### config.mk
export PLATFORM = sky130hd
export DESIGN_NAME = modbus_encapsulated_frame_builder_unit_flat
export DESIGN_NICKNAME = d
export VERILOG_FILES = /design/src/sv/mfb_pkg.sv /design/src/sv/mfb_if.sv /design/src/sv/mfb_crc.sv /design/src/sv/modbus_encapsulated_frame_builder_unit.sv /design/src/flat_wrapper.sv
export VERILOG_INCLUDE_DIRS = /design/src /design/src/sv
export SDC_FILE = /design/constraint.sdc
export NUM_CORES = 1
export LEC_CHECK = 0
export ABC_CLOCK_PERIOD_IN_PS = 8750
export BUFFER_PORTS_ARGS = -buffer_cell sky130_fd_sc_hd__buf_2
export CORE_MARGIN = 2
export CORE_UTILIZATION = 59
export CTS_BUF_LIST = sky130_fd_sc_hd__clkbuf_4 sky130_fd_sc_hd__clkbuf_8
export CTS_CLUSTER_SIZE = 20
export DETAILED_ROUTE_END_ITERATION = 6
export HOLD_SLACK_MARGIN = 0.02
export PLACE_DENSITY = 0.89
export SYNTH_ARGS = -nofsm -noshare
export SYNTH_HDL_FRONTEND = slang
export SYNTH_HIERARCHICAL = 1
export SYNTH_SLANG_ARGS = --single-unit
### constraint.sdc
create_clock -name clk -period 8.75 [get_ports clk]
set_input_delay 0 -clock clk [delete_from_list [all_inputs] [get_ports clk]]
set_output_delay 0 -clock clk [all_outputs]
set_load 0.01 [all_outputs]
### src/sv/modbus_encapsulated_frame_builder_unit_macros.svh
// Assertion helpers for the frame builder. Each expects clk and rst in scope.
`ifndef MODBUS_ENCAPSULATED_FRAME_BUILDER_UNIT_MACROS_SVH
`define MODBUS_ENCAPSULATED_FRAME_BUILDER_UNIT_MACROS_SVH

// Same-cycle implication, off during reset.
`define MFB_ASSERT_NOW(label, ante, cons) \
  label: assert property (@(posedge clk) disable iff (rst) (ante) |-> (cons)) \
    else $error("frame builder check failed");

// Next-cycle implication, off during reset.
`define MFB_ASSERT_NEXT(label, ante, cons) \
  label: assert property (@(posedge clk) disable iff (rst) (ante) |=> (cons)) \
    else $error("frame builder check failed");

`endif

### src/sv/mfb_pkg.sv
`timescale 1ns / 1ps
`default_nettype none

package mfb_pkg;

  localparam int MAX_DATA_BYTES = 4;
  localparam int SIZE_W = 3;
  localparam int BODY_BYTES = 17;                      // header through size field
  localparam int CRC_START = 4;                        // first byte under CRC
  localparam int LEN_BASE = 15;
  localparam int FRAME_MAX = BODY_BYTES + MAX_DATA_BYTES + 2;
  localparam int POS_W = $clog2(FRAME_MAX + 1);
  localparam int SREG_BYTES = BODY_BYTES + MAX_DATA_BYTES;

  localparam logic [7:0] HDR_0 = 8'h4E;
  localparam logic [7:0] HDR_1 = 8'h54;
  localparam logic [7:0] SVC_0 = 8'h2B;
  localparam logic [7:0] SVC_1 = 8'h0D;

  localparam logic [15:0] CRC_INIT = 16'hFFFF;
  localparam logic [15:0] CRC_POLY = 16'hA001;

  localparam int CFG_IDX_W = 2;
  localparam logic [CFG_IDX_W-1:0] CFG_NODE_ADDRESS = 2'd0;
  localparam logic [CFG_IDX_W-1:0] CFG_CHANNEL_ID = 2'd1;
  localparam logic [CFG_IDX_W-1:0] CFG_START_OFFSET = 2'd2;

  typedef struct packed {
    logic load;   // restart at CRC_INIT
    logic step;   // fold one byte in
  } crc_ctl_t;

endpackage

`default_nettype wire

### src/sv/mfb_if.sv
`timescale 1ns / 1ps
`default_nettype none

interface mfb_cmd_if;
  logic        valid;
  logic        ready;
  logic        mode;
  logic [15:0] object_index;
  logic [7:0]  sub_index;
  logic [2:0]  data_bytes;
  logic [31:0] data_value;

  modport source (output valid, mode, object_index, sub_index, data_bytes, data_value,
                  input ready);
  modport sink (input valid, mode, object_index, sub_index, data_bytes, data_value,
                output ready);
endinterface

interface mfb_byte_if;
  logic       valid;
  logic       ready;
  logic [7:0] out_byte;
  logic       last_byte;

  modport source (output valid, out_byte, last_byte, input ready);
  modport sink (input valid, out_byte, last_byte, output ready);
endinterface

`default_nettype wire

### src/sv/mfb_crc.sv
`timescale 1ns / 1ps
`default_nettype none

module mfb_crc
  import mfb_pkg::*;
(
  input  wire logic        clk,
  input  wire logic        rst,
  input  wire crc_ctl_t    ctl,
  input  wire logic [7:0]  data_in,
  output logic      [15:0] crc
);

  logic [15:0] crc_next;

  // fold one byte, reflected, one bit per step
  always_comb begin
    crc_next = crc ^ {8'h00, data_in};
    for (int k = 0; k < 8; k++) begin
      if (crc_next[0]) begin
        crc_next = (crc_next >> 1) ^ CRC_POLY;
      end else begin
        crc_next = crc_next >> 1;
      end
    end
  end

  always_ff @(posedge clk) begin
    if (rst || ctl.load) begin
      crc <= CRC_INIT;
    end else if (ctl.step) begin
      crc <= crc_next;
    end
  end

endmodule

`default_nettype wire

### src/sv/modbus_encapsulated_frame_builder_unit.sv
// Object-access frame builder: each accepted command word becomes one encapsulated frame
// of 19 + size bytes (size = data_bytes, capped at 4), sent on the byte channel in
// transmission order, with last_byte marking the CRC high byte. The command is taken into
// a byte-wide shift register; after that one byte leaves per cycle while the sink is
// ready, the bytes coming from the shift register and the byte-per-cycle CRC-16/Modbus
// unit. A new command is taken once the final byte has been loaded into the output
// register. The configuration registers (node address, channel id, start offset) are
// written through cfg_we, cfg_index and cfg_data; the user must write them only while
// no frame is in flight, as the block itself does not enforce it.
`timescale 1ns / 1ps
`default_nettype none
`include "modbus_encapsulated_frame_builder_unit_macros.svh"

module modbus_encapsulated_frame_builder_unit
  import mfb_pkg::*;
(
  input  wire logic                 clk,
  input  wire logic                 rst,
  input  wire logic                 cfg_we,
  input  wire logic [CFG_IDX_W-1:0] cfg_index,
  input  wire logic [15:0]          cfg_data,
  mfb_cmd_if.sink                   cmd,
  mfb_byte_if.source                tx
);

  typedef enum logic {IDLE, SEND} state_t;

  state_t                  state;
  logic [7:0]              node_address;
  logic [7:0]              channel_id;
  logic [15:0]             start_offset;

  // frame body, next byte to send in the top byte
  logic [SREG_BYTES*8-1:0] sreg;
  logic [SREG_BYTES*8-1:0] sreg_load;
  logic [MAX_DATA_BYTES*8-1:0] data_le;
  logic [SIZE_W-1:0]       size;
  logic [SIZE_W-1:0]       size_sat;
  logic [POS_W-1:0]        pos;
  logic [POS_W-1:0]        body_end;
  logic [15:0]             crc;
  crc_ctl_t                crc_ctl;
  logic                    accept;
  logic                    emit;
  logic                    in_body;

  assign cmd.ready = (state == IDLE);
  assign accept    = cmd.valid && cmd.ready;

  // oversize requests saturate to the largest data field
  assign size_sat = (cmd.data_bytes > SIZE_W'(MAX_DATA_BYTES)) ?
                    SIZE_W'(MAX_DATA_BYTES) : cmd.data_bytes;

  // data goes out least significant byte first
  always_comb begin
    data_le = '0;
    for (int i = 0; i < MAX_DATA_BYTES; i++) begin
      data_le[(MAX_DATA_BYTES-1-i)*8 +: 8] = cmd.data_value[8*i +: 8];
    end
  end

  assign sreg_load = {HDR_0, HDR_1, 8'h00, 8'(LEN_BASE) + 8'(size_sat),
                      node_address, SVC_0, SVC_1, {7'b0, cmd.mode}, 8'h00,
                      channel_id, cmd.object_index[15:8], cmd.object_index[7:0],
                      cmd.sub_index, start_offset[15:8], start_offset[7:0],
                      8'h00, {{(8-SIZE_W){1'b0}}, size_sat}, data_le};

  // one frame byte per cycle whenever the output register is free or draining
  assign body_end = POS_W'(BODY_BYTES) + POS_W'(size);
  assign emit     = (state == SEND) && (!tx.valid || tx.ready);
  assign in_body  = (pos < body_end);

  assign crc_ctl.load = accept;
  assign crc_ctl.step = emit && in_body && (pos >= POS_W'(CRC_START));

  mfb_crc u_crc (
    .clk     (clk),
    .rst     (rst),
    .ctl     (crc_ctl),
    .data_in (sreg[SREG_BYTES*8-1 -: 8]),
    .crc     (crc)
  );

  // configuration registers
  always_ff @(posedge clk) begin
    if (rst) begin
      node_address <= 8'd5;
      channel_id   <= 8'd1;
      start_offset <= 16'd0;
    end else if (cfg_we) begin
      case (cfg_index)
        CFG_NODE_ADDRESS: node_address <= cfg_data[7:0];
        CFG_CHANNEL_ID:   channel_id   <= cfg_data[7:0];
        CFG_START_OFFSET: start_offset <= cfg_data;
        default: ;
      endcase
    end
  end

  // sequencer and output register
  always_ff @(posedge clk) begin
    if (rst) begin
      state        <= IDLE;
      pos          <= '0;
      tx.valid     <= 1'b0;
      tx.last_byte <= 1'b0;
    end else begin
      if (tx.valid && tx.ready && !emit) begin
        tx.valid <= 1'b0;
      end
      case (state)
        IDLE: begin
          if (accept) begin
            state <= SEND;
            pos   <= '0;
          end
        end
        SEND: begin
          if (emit) begin
            tx.valid <= 1'b1;
            if (in_body) begin
              tx.last_byte <= 1'b0;
              pos          <= pos + POS_W'(1);
            end else if (pos == body_end) begin
              tx.last_byte <= 1'b0;
              pos          <= pos + POS_W'(1);
            end else begin
              // CRC high byte closes the frame
              tx.last_byte <= 1'b1;
              pos          <= '0;
              state        <= IDLE;
            end
          end
        end
        default: state <= IDLE;
      endcase
    end
  end

  // payload: shift register and byte data need no reset
  always_ff @(posedge clk) begin
    if (accept) begin
      sreg <= sreg_load;
      size <= size_sat;
    end else if (emit) begin
      if (in_body) begin
        tx.out_byte <= sreg[SREG_BYTES*8-1 -: 8];
        sreg        <= sreg << 8;
      end else if (pos == body_end) begin
        tx.out_byte <= crc[7:0];
      end else begin
        tx.out_byte <= crc[15:8];
      end
    end
  end

  // the closing byte is loaded only as the counter wraps; it never waits mid-frame
  `MFB_ASSERT_NOW(a_last_at_wrap, tx.valid && tx.last_byte, pos == '0)
  // every new frame restarts the CRC
  `MFB_ASSERT_NEXT(a_crc_reload, cmd.valid && cmd.ready, crc == CRC_INIT)
  // byte counter never runs past the longest frame
  `MFB_ASSERT_NOW(a_pos_range, state == SEND, pos < POS_W'(FRAME_MAX))

endmodule

`default_nettype wire
### src/flat_wrapper.sv
// flat-port wrapper written by rule: the top's interface ports become plain ports
module modbus_encapsulated_frame_builder_unit_flat import mfb_pkg::*;
  (clk, rst, cfg_we, cfg_index, cfg_data, cmd_valid, cmd_mode, cmd_object_index, cmd_sub_index, cmd_data_bytes, cmd_data_value, cmd_ready, tx_valid, tx_out_byte, tx_last_byte, tx_ready);
  mfb_cmd_if cmd_i ();
  mfb_byte_if tx_i ();
  input  wire logic clk;
  input  wire logic rst;
  input  wire logic cfg_we;
  input  wire logic [CFG_IDX_W-1:0] cfg_index;
  input  wire logic [15:0] cfg_data;
  input wire logic [$bits(cmd_i.valid)-1:0] cmd_valid;
  input wire logic [$bits(cmd_i.mode)-1:0] cmd_mode;
  input wire logic [$bits(cmd_i.object_index)-1:0] cmd_object_index;
  input wire logic [$bits(cmd_i.sub_index)-1:0] cmd_sub_index;
  input wire logic [$bits(cmd_i.data_bytes)-1:0] cmd_data_bytes;
  input wire logic [$bits(cmd_i.data_value)-1:0] cmd_data_value;
  output wire logic [$bits(cmd_i.ready)-1:0] cmd_ready;
  output wire logic [$bits(tx_i.valid)-1:0] tx_valid;
  output wire logic [$bits(tx_i.out_byte)-1:0] tx_out_byte;
  output wire logic [$bits(tx_i.last_byte)-1:0] tx_last_byte;
  input wire logic [$bits(tx_i.ready)-1:0] tx_ready;
  assign cmd_i.valid = cmd_valid;
  assign cmd_i.mode = cmd_mode;
  assign cmd_i.object_index = cmd_object_index;
  assign cmd_i.sub_index = cmd_sub_index;
  assign cmd_i.data_bytes = cmd_data_bytes;
  assign cmd_i.data_value = cmd_data_value;
  assign cmd_ready = cmd_i.ready;
  assign tx_valid = tx_i.valid;
  assign tx_out_byte = tx_i.out_byte;
  assign tx_last_byte = tx_i.last_byte;
  assign tx_i.ready = tx_ready;
  modbus_encapsulated_frame_builder_unit u_core (.clk(clk), .rst(rst), .cfg_we(cfg_we), .cfg_index(cfg_index), .cfg_data(cfg_data), .cmd(cmd_i), .tx(tx_i));
endmodule
; Word level (Yosys, flattened, before mapping)
; Cells that the tools add are included.
[totals]
register_bits = 235
inputBits = 83
word_cells = 84
out_inout_bits = 11
[op_classes]
order_cmp = 3
muxes = 29
bitwise_logic = 11
eq_ne = 5
reduce_logical = 21
n_addsub = 3
[ops]
columns = operator, count
row1 = $mux W144, 3
row2 = $mux W16, 8
row3 = $not A2 Y3, 8
row4 = $mux W5, 4
row5 = $mux W8, 2
row6 = $reduce_and A2 Y1, 8
row7 = $xor A16 B8 Y16, 1
row8 = $pmux W5 S2, 1
row9 = $mux W1, 9
row10 = $logic_and A1 B1 Y1, 6
row11 = $add A4 B3 Y5 const A, 1
row12 = $add A5 B1 Y5 const B, 1
row13 = $add A5 B3 Y5 const A, 1
row14 = $eq A5 B5 Y1, 1
row15 = $ge A5 B3 Y1 const B, 1
row16 = $lt A5 B5 Y1, 1
row17 = $ne A2 B2 Y1 const B, 2
row18 = $reduce_bool A2 Y1, 2
row19 = $gt A3 B3 Y1 const B, 1
row20 = $mux W3, 1
row21 = $eq A2 B1 Y1 const B, 1
row22 = $eq A2 B2 Y1 const B, 1
row23 = $logic_not A1 Y1, 2
row24 = $logic_not A2 Y1, 1
row25 = 3 further kinds, 5

; Longest topological paths before layout
; Gate-level depths: netlist of run 1.
[depth]
ltp_word = 17
mapped_depth = 13
depth_no_buf = 10

; Hierarchy
; The synthesis of run 1 kept the hierarchy.
[modules_own_cells]
columns = mod, seq_area_each_um2, cells_per_inst, instances, area_each_um2
row1 = modbus_encapsulated_frame_builder_unit, 5495.3, 762, 1, 8468.1
row2 = mfb_crc, 320.3, 91, 1, 805.8

; Worst setup path after synthesis of run 1
; OpenSTA, ideal clock, no wires.
[synth_path]
path_kind = reg2reg
start = reg u_core.size[0]
end = reg u_core.sreg[0] (enable)
path_stages_with_launch = 9
arrival_time_ns = 3.864
t_required_ns = 8.288
path_buffers = 1
synth_period_minus_slack_ns = 4.326
setup_time_ns = 0.462
setup_slack_ns = 4.424
path_cell_list = edfxtp_1 ha_1 inv_1 ha_1 nor2b_1 o31ai_2 nand3_1 clkbuf_1 nand2_1
[synth_via]
elab_chain_len = 4
[synth_rtl]
columns = element, line_no
row1 = from (decl), modbus_encapsulated_frame_builder_unit.sv:37  ; logic [SIZE_W-1:0] size;
row2 = from (signal assigned), modbus_encapsulated_frame_builder_unit.sv:144  ; size <= size_sat;
row3 = $add A5 B3 Y5, modbus_encapsulated_frame_builder_unit.sv:69  ; assign body_end = POS_W'(BODY_BYTES) + POS_W'(size);
row4 = $lt A5 B5 Y1, modbus_encapsulated_frame_builder_unit.sv:71  ; assign in_body = (pos < body_end);
row5 = $reduce_bool A2 Y1 (no line), -
row6 = $reduce_and A2 Y1 (no line), -
row7 = to (signal assigned), modbus_encapsulated_frame_builder_unit.sv:143  ; sreg <= sreg_load;
row8 = to (signal assigned), modbus_encapsulated_frame_builder_unit.sv:148  ; sreg <= sreg << 8;
row9 = to (decl), modbus_encapsulated_frame_builder_unit.sv:34  ; logic [SREG_BYTES*8-1:0] sreg;
; Every way passes these cells.
; A chain may end at the register's enable or synchronous reset.

; Final worst setup path of run 1
[layout_path]
start = reg u_core.size[0]
end = reg u_core.sreg[47]
[layout_via]
elab_chain_len = 3
[layout_rtl]
columns = element, line_no
row1 = $add A5 B3 Y5, modbus_encapsulated_frame_builder_unit.sv:69
row2 = $lt A5 B5 Y1, modbus_encapsulated_frame_builder_unit.sv:71
row3 = $reduce_and A2 Y1 (no line), -
; Every way passes these cells.

==> flow_summary_export.csv, run 1 <==
group,metric,value,unit
place,placedCellCount,1099,
timing,timing.slew.headroom,0.2405,
power_and_ir_drop,power_leakage,0.004583,uW
run,maxCapViolCount,0,
worst_setup_path,crit_type,"register to register",
min_path,hold_path_class,"input port to register",
clock_tree,cts_tree,"yes",
synth,ys.flop_type,"dfxtp_1",
timing,tightest_slew,1.139,ns
global_route,grt_start_max_net_pins,110,
worst_setup_path,cp-startpoint,"u_core/size[0]",
synth,synth_adder_area_share,0.01214,
synth,synth_area_leader_cell,"edfxtp_1",
power_and_ir_drop,power.density,222.9,nW/um^2
synth,syn_area,9274,um^2
synth,synth_top_family_by_area,"compound AO/OA/AOI/OAI gates",
timing,fmax,267.5,MHz
synth,synth-simple-area-share,0.1275,
power_and_ir_drop,ir_drop,161.1,uV
worst_setup_path,worst_setup_path_end_kind,"register",
floorplan,ios,94,
timing,setup_viol,0,
route,dr.first_iter.drc_count,726,
floorplan,coreArea,15260,um^2
worst_setup_path,arrival,4.17,ns
global_route,grt_pass1_vias,7230,
cells_and_area,syn_to_final_growth,22.63,%
cells_and_area,drive_above_1_share,0.1657,
cells_and_area,mostFrequentLayoutCell,"nand2_1",
route,wl_per_cell,18.35,um
synth,yosysUniqueCellTypes,37,
synth,synth_top_area_frac,0.3594,
worst_setup_path,cpMaxStageDelayCell,"and3_4",
synth,synth_area_leaders,"edfxtp_1 (36%), dfxtp_1 (27%), nand2_1 (8.9%)",
route,route.detailed.drc,0,
synth,synth_edf_count,111,
cells_and_area,fin_util,0.7453,
timing,maxSlewViolCount,0,
floorplan,start_util,0.6078,
min_path,hold_path_startpoint,"cfg_we",
synth,yosysSeqAreaShare,0.6271,
timing,hold_violations,0,
place,io_buffers,93,
worst_setup_path,cpMostUsedCell,"ha_1",
synth,muxShareOfSynthArea,0.03238,
floorplan,die_y,129.4,um
route,drtAntennaViolNets,0,
cells_and_area,layout.area.seq,5816,um^2
route,drtPass1Iterations,5,
place,hpwlAfterDp,11090,um
synth,synth_xor_xnor_area_share,0.02253,
place,placed_area,9761,um^2
clock_tree,numCtsBuffers,37,
route,routed.top_layer,"met4",
clock_tree,clock_sinks,235,
route,drt-met1-wl,8247,um
cells_and_area,final.fill_count,909,
synth,yosysWarnings,6,
clock_tree,h-tree-depth,2,
clock_tree,clock_path_buffers,3,
route,viasPerCell,5.740,
place,gp_congestion,0.8506,
cells_and_area,layout.nets,1101,
timing,clock_skew,0.03883,ns
global_route,antenna_found_initial,0,
global_route,gr-total-overflow,0,
timing,tns,0,ns
cells_and_area,multi_input_area,3115,um^2
cells_and_area,fin_area,11370,um^2
synth,async_reset_ff_frac,0,
clock_tree,clk_pin_slew_worst_paths,0.07,ns
timing,rsz0062_at_grt,"no",
route,routed_wl,22940,um
clock_tree,clk_latency,0.55,ns
run_status,outcome,"complete, no violations",
global_route,grt_pass1_wl,36170,um
worst_setup_path,critical_path.cell_chain,"ha_1 > inv_1 > ha_1 > nor2b_1 > o31ai_2 > and3_4 > buf_4 > nand2_1 > a21oi_1",
route,dr_wl_met3,1687,um
timing,finalCritPeriodShare,0.4272,
floorplan,die_x,129.4,um
route,vias,7175,
cells_and_area,mostFrequentLayoutCells,"nand2_1 (220), dfxtp_1 (124), edfxtp_1 (111), buf_2 (93), dlygate4sd3_1 (82)",
floorplan,rows,45,
power_and_ir_drop,p_total,2535,uW
route,dr_wl_met2,11820,um
synth,synth_cells,853,
worst_setup_path,r2r_start,"u_core/size[0]",
synth,syn_avg_cell_area,10.87,um^2
synth,syn-num-nets,945,
global_route,track_usage,0.2797,
timing,post-route-min-period,3.738,ns
floorplan,die_area,16740,um^2
worst_setup_path,critPathRequiredTime,9.18,ns
synth,synth_compound_area_frac,0.1395,
cells_and_area,fin_cells,1250,
worst_setup_path,max_stage_delay,0.81,ns
worst_setup_path,start_kind,"register",
synth,ys_seq_elements,235,
worst_setup_path,worstPathMaxFanout,82,
clock_tree,cts_root_buf,"clkbuf_8",
[worst max-delay path, delay by kind of cell, from the launching register on]
family,cells,cell delay [ns]
AOI/OAI and AO/OA,2,0.57
buffers and inverters,2,0.80
adders and majority gates,2,0.61
DFF,1,0.44
and+or+nand+nor,3,1.16
[logic make-up after synthesis]
family | after synthesis
AO/OA/AOI/OAI | 190
AND/OR/NAND/NOR | 289
buffers and inverters | 78
XOR/XNOR | 22
flip-flops | 235
adder cells (fa/ha/maj) | 9
multiplexers | 30
[routing by layer]
| metal | up-vias | GRT usage |
|---|---|---|
| met2 | 355 | 0.4845 |
| met5 | - | 0 |
| li1 | 3298 | - |
| met4 | 0 | 0.1598 |
| met3 | 96 | 0.06441 |
| met1 | 3426 | 0.3191 |
[per-stage QoR]
stage / worst slack, ns / hold slack (ns)
2_1_floorplan: 4.425 / 0.1238
3_3_place_gp: 5.427 / 0.2288
3_5_place_dp: 5.332 / 0.2406
4_1_cts: 5.335 / 0.1740
5_1_grt: 4.813 / 0.2162
6_report: 5.012 / 0.2014
[where the power goes]
group	internal [uW]	total (uW)	switching, uW	leakage (uW)
clock network	551	985	435	0.000421
registers	1250	1300	43.1	0.00215
logic	108	252	144	0.00202
[Yosys cell counts (all sizes together) (4+ instances only)]
master / n
and3: 4
xnor2: 17
nor2: 20
and2: 13
xor2: 4
nand2: 221
dfxtp: 124
nor3: 4
a22o: 81
o21ai: 27
inv: 14
nand3: 19
ha: 9
a21oi: 72
clkbuf: 36
mux2i: 30
buf: 28
edfxtp: 111
[sequential cells by signal, summed over array words and instances, names as in the netlist, 3 cells and up]
register	count
u_core/sreg	168
u_core/u_crc/crc	16
u_core/start_offset	16
u_core/node_address	8
u_core/pos	5
u_core/channel_id	8
u_core/tx.out_byte	8
u_core/size	3
[area by class of cell]
type	instances	share of cell area
antenna	1	0.0002200
clock buffer	64	0.06755
clock inverter	4	0.001760
inverter	14	0.004841
multi-input combinational	540	0.2740
sequential	235	0.5114
tap	211	0.02321
timing repair buffer	181	0.1171
[what timing repair did]
action	CTS	global route
hold endpoints to repair	99	0
gates resized for setup	0	0
buffers inserted	0	0
hold buffers	82	0
[final timing paths]
path                                                 to  slack, ns  depth (start not counted)
worst min register to register         u_core/sreg[157]       0.45                          2
worst max register to register          u_core/sreg[47]       5.01                          9
worst max-delay path                    u_core/sreg[47]       5.01                          9
worst min-delay path            u_core/start_offset[14]       0.20                          4
(Power assumes the default switching activity.)
==> inputs of run 2 (changes only) <==
ABC_AREA = 1   (was default)
ABC_CLOCK_PERIOD_IN_PS = 3900   (was 8750)
PLACE_DENSITY = 0.88   (was 0.89)
clock period = 3.9 ns   (was 8.75 ns; I/O delays follow)
==> flow_summary_export.csv, run 2 <==
group,metric,value,unit
clock_tree,clk_pin_slew_worst_paths,0.06,ns
timing,rsz0062_at_grt,"no",
timing,clock_skew,0.02764,ns
worst_setup_path,start_kind,"register",
synth,syn_area,10420,um^2
synth,synth_area_leader_cell,"edfxtp_1",
cells_and_area,top_register,"u_core/sreg",
worst_setup_path,arrival,3.44,ns
run,maxCapViolCount,0,
clock_tree,clock_sinks,235,
floorplan,die_area,18740,um^2
route,viasPerCell,5.400,
power_and_ir_drop,pwr-share-seq,0.490,
worst_setup_path,crit_type,"register to register",
cells_and_area,fin_util,0.7252,
cells_and_area,fin_area,12540,um^2
synth,muxShareOfSynthArea,0,
power_and_ir_drop,clkPwrFrac,0.365,
synth,syn_avg_cell_area,8.513,um^2
timing,timing.slew.headroom,0.2323,
timing,tightest_slew,1.148,ns
synth,synth_compound_area_frac,0.09702,
clock_tree,clk_latency,0.54,ns
power_and_ir_drop,power_leakage,0.005674,uW
cells_and_area,drive_above_1_share,0.1593,
floorplan,coreArea,17300,um^2
place,placed_area,10930,um^2
clock_tree,cts_resized,0,
route,routed_wl,25440,um
clock_tree,post_cts_buffers,0,
global_route,grt_pass1_wl,40810,um
timing,fmax,337.9,MHz
power_and_ir_drop,p_switching,1614,uW
floorplan,die_y,136.9,um
global_route,track_usage,0.2784,
synth,synth_adder_area_share,0.01081,
synth,yosysWarnings,6,
timing,setup_viol,0,
cells_and_area,layout.nets,1470,
synth,ys_seq_elements,235,
timing,timing.hold.ws,0.1124,ns
synth,synth_top_area_frac,0.3199,
synth,synth_xor_xnor_area_share,0.009846,
timing,fin_ws,0.9404,ns
power_and_ir_drop,combPwrFrac,0.145,
synth,synth_area_leaders,"edfxtp_1 (32%), dfxtp_1 (24%), nand2_1 (13%)",
floorplan,rows,48,
synth,synth_cells,1224,
clock_tree,clock_path_buffers,3,
global_route,gr-total-overflow,0,
worst_setup_path,worstPathMaxFanout,19,
clock_tree,cts_tree,"yes",
power_and_ir_drop,power.density,485.4,nW/um^2
clock_tree,h-tree-depth,2,
timing,finalCritPeriodShare,0.7589,
power_and_ir_drop,p_sw_frac,0.2650,
synth,yosysUniqueCellTypes,36,
power_and_ir_drop,intPower,4475,uW
place,hpwlAfterDp,12940,um
cells_and_area,diodes,0,
route,drtAntennaViolNets,0,
worst_setup_path,critPathRequiredTime,4.38,ns
timing,maxSlewViolCount,0,
synth,ys_top_cells_by_count,"nand2_1 (349), nor2_1 (166), dfxtp_1 (124)",
route,drtPass1Iterations,6,
route,dr.first_iter.drc_count,977,
clock_tree,cts_root_buf,"clkbuf_8",
route,wl_per_cell,15.60,um
synth,synth_top_family_by_area,"simple AND/OR/NAND/NOR gates",
clock_tree,numCtsBuffers,38,
power_and_ir_drop,ir_drop,368.5,uV
worst_setup_path,worst_setup_path_end_kind,"register",
synth,ys.flop_type,"dfxtp_1",
floorplan,die_x,136.9,um
floorplan,start_util,0.6024,
run_status,outcome,"complete, no violations",
synth,synth-simple-area-share,0.2460,
synth,syn-num-nets,1316,
min_path,hold_path_class,"input port to register",
place,post-place-ws,1.011,ns
route,vias,8807,
route,route.detailed.drc,0,
synth,async_reset_ff_frac,0,
cells_and_area,mostFrequentLayoutCell,"nand2_1",
global_route,grt_pass1_vias,8555,
cells_and_area,mostFrequentLayoutCells,"nand2_1 (348), nor2_1 (165), dfxtp_1 (124), inv_1 (113), edfxtp_1 (111)",
synth,synth_edf_count,111,
place,gp_congestion,0.8797,
timing,hold_violations,0,
global_route,antenna_found_initial,0,
timing,tns,0,ns
global_route,grt_start_max_net_pins,208,
timing,post-route-min-period,2.960,ns
place,io_buffers,93,
synth,synth_most_common_cell,"nand2_1",
cells_and_area,syn_to_final_growth,20.38,%
cells_and_area,largest_reg_flops,168,
floorplan,ios,94,
synth,yosysSeqAreaShare,0.5581,
cells_and_area,largest_registers,"u_core/sreg x168, u_core/start_offset x16, u_core/u_crc/crc x16",
==> run 2: cells by family after synthesis <==
family                   Yosys count
AND/OR/NAND/NOR                  602
adder cells (fa/ha/maj)            9
AO/OA/AOI/OAI                    179
XOR/XNOR                          10
buffers and inverters            189
flip-flops                       235
==> run 2: cell type report <==
cell class | count | area [um^2]
Tap cell | 225 | 281.5
Sequential cell | 235 | 5816
Timing Repair Buffer | 182 | 1374
Fill cell | 1136 | 4753
Multi-Input combinational cell | 800 | 3812
Inverter | 121 | 456.7
Clock inverter | 6 | 50.05
Clock buffer | 62 | 753.2
==> run 2: metal layers <==
layer,GRT usage,up-vias,wire length [um]
met5,0,-,0
met4,0.1586,0,1239
met3,0.05704,102,1823
met2,0.4844,437,12890
met1,0.3189,4033,9490
li1,-,4235,-
==> run 2: power by group through the flow <==
| stage | Combinational [uW] | Sequential, uW | Clock [uW] |
|---|---|---|---|
| CTS | 856 | 2970 | 2240 |
| global route | 988 | 3000 | 2370 |
| global placement | 755 | 3010 | 0 |
| floorplan | 597 | 3000 | 0 |
| finish | 884 | 2980 | 2220 |
| detailed placement | 782 | 3020 | 0 |
==> run 2: worst paths after layout <==
path | from | slack [ns] | endpoint | depth (start not counted)
max | u_core/size[0] | 0.94 | u_core/u_crc/crc[13] | 13
min | cfg_index[0] | 0.11 | u_core/node_address[0] | 5
max reg2reg | u_core/size[0] | 0.94 | u_core/u_crc/crc[13] | 13
min reg2reg | u_core/start_offset[12] | 0.46 | u_core/start_offset[12] | 2
==> run 2: metrics by stage <==
stage                     instances  power [uW]
after floorplan                1224        3594
after global placement         1482        3766
after detailed placement       1482        3802
after CTS                      1631        6066
after global routing           1631        6360
final                          1631        6088
==> run 2: what timing repair did <==
action	in CTS	in global routing
endpoints found under the setup margin	0	0
hold buffers	81	0
hold endpoints to repair	108	0
==> run 2: worst max-delay path: stages (launching register included) <==
cell	delay, ns
edfxtp_1	0.41
ha_1	0.23
xnor2_1	0.16
ha_1	0.26
nand2_1	0.06
nand2_1	0.10
a21boi_4	0.28
nand3_4	0.15
nor2_1	0.12
buf_4	0.20
clkinv_1	0.45
a21oi_1	0.28
o21ai_0	0.13
nand2_1	0.07
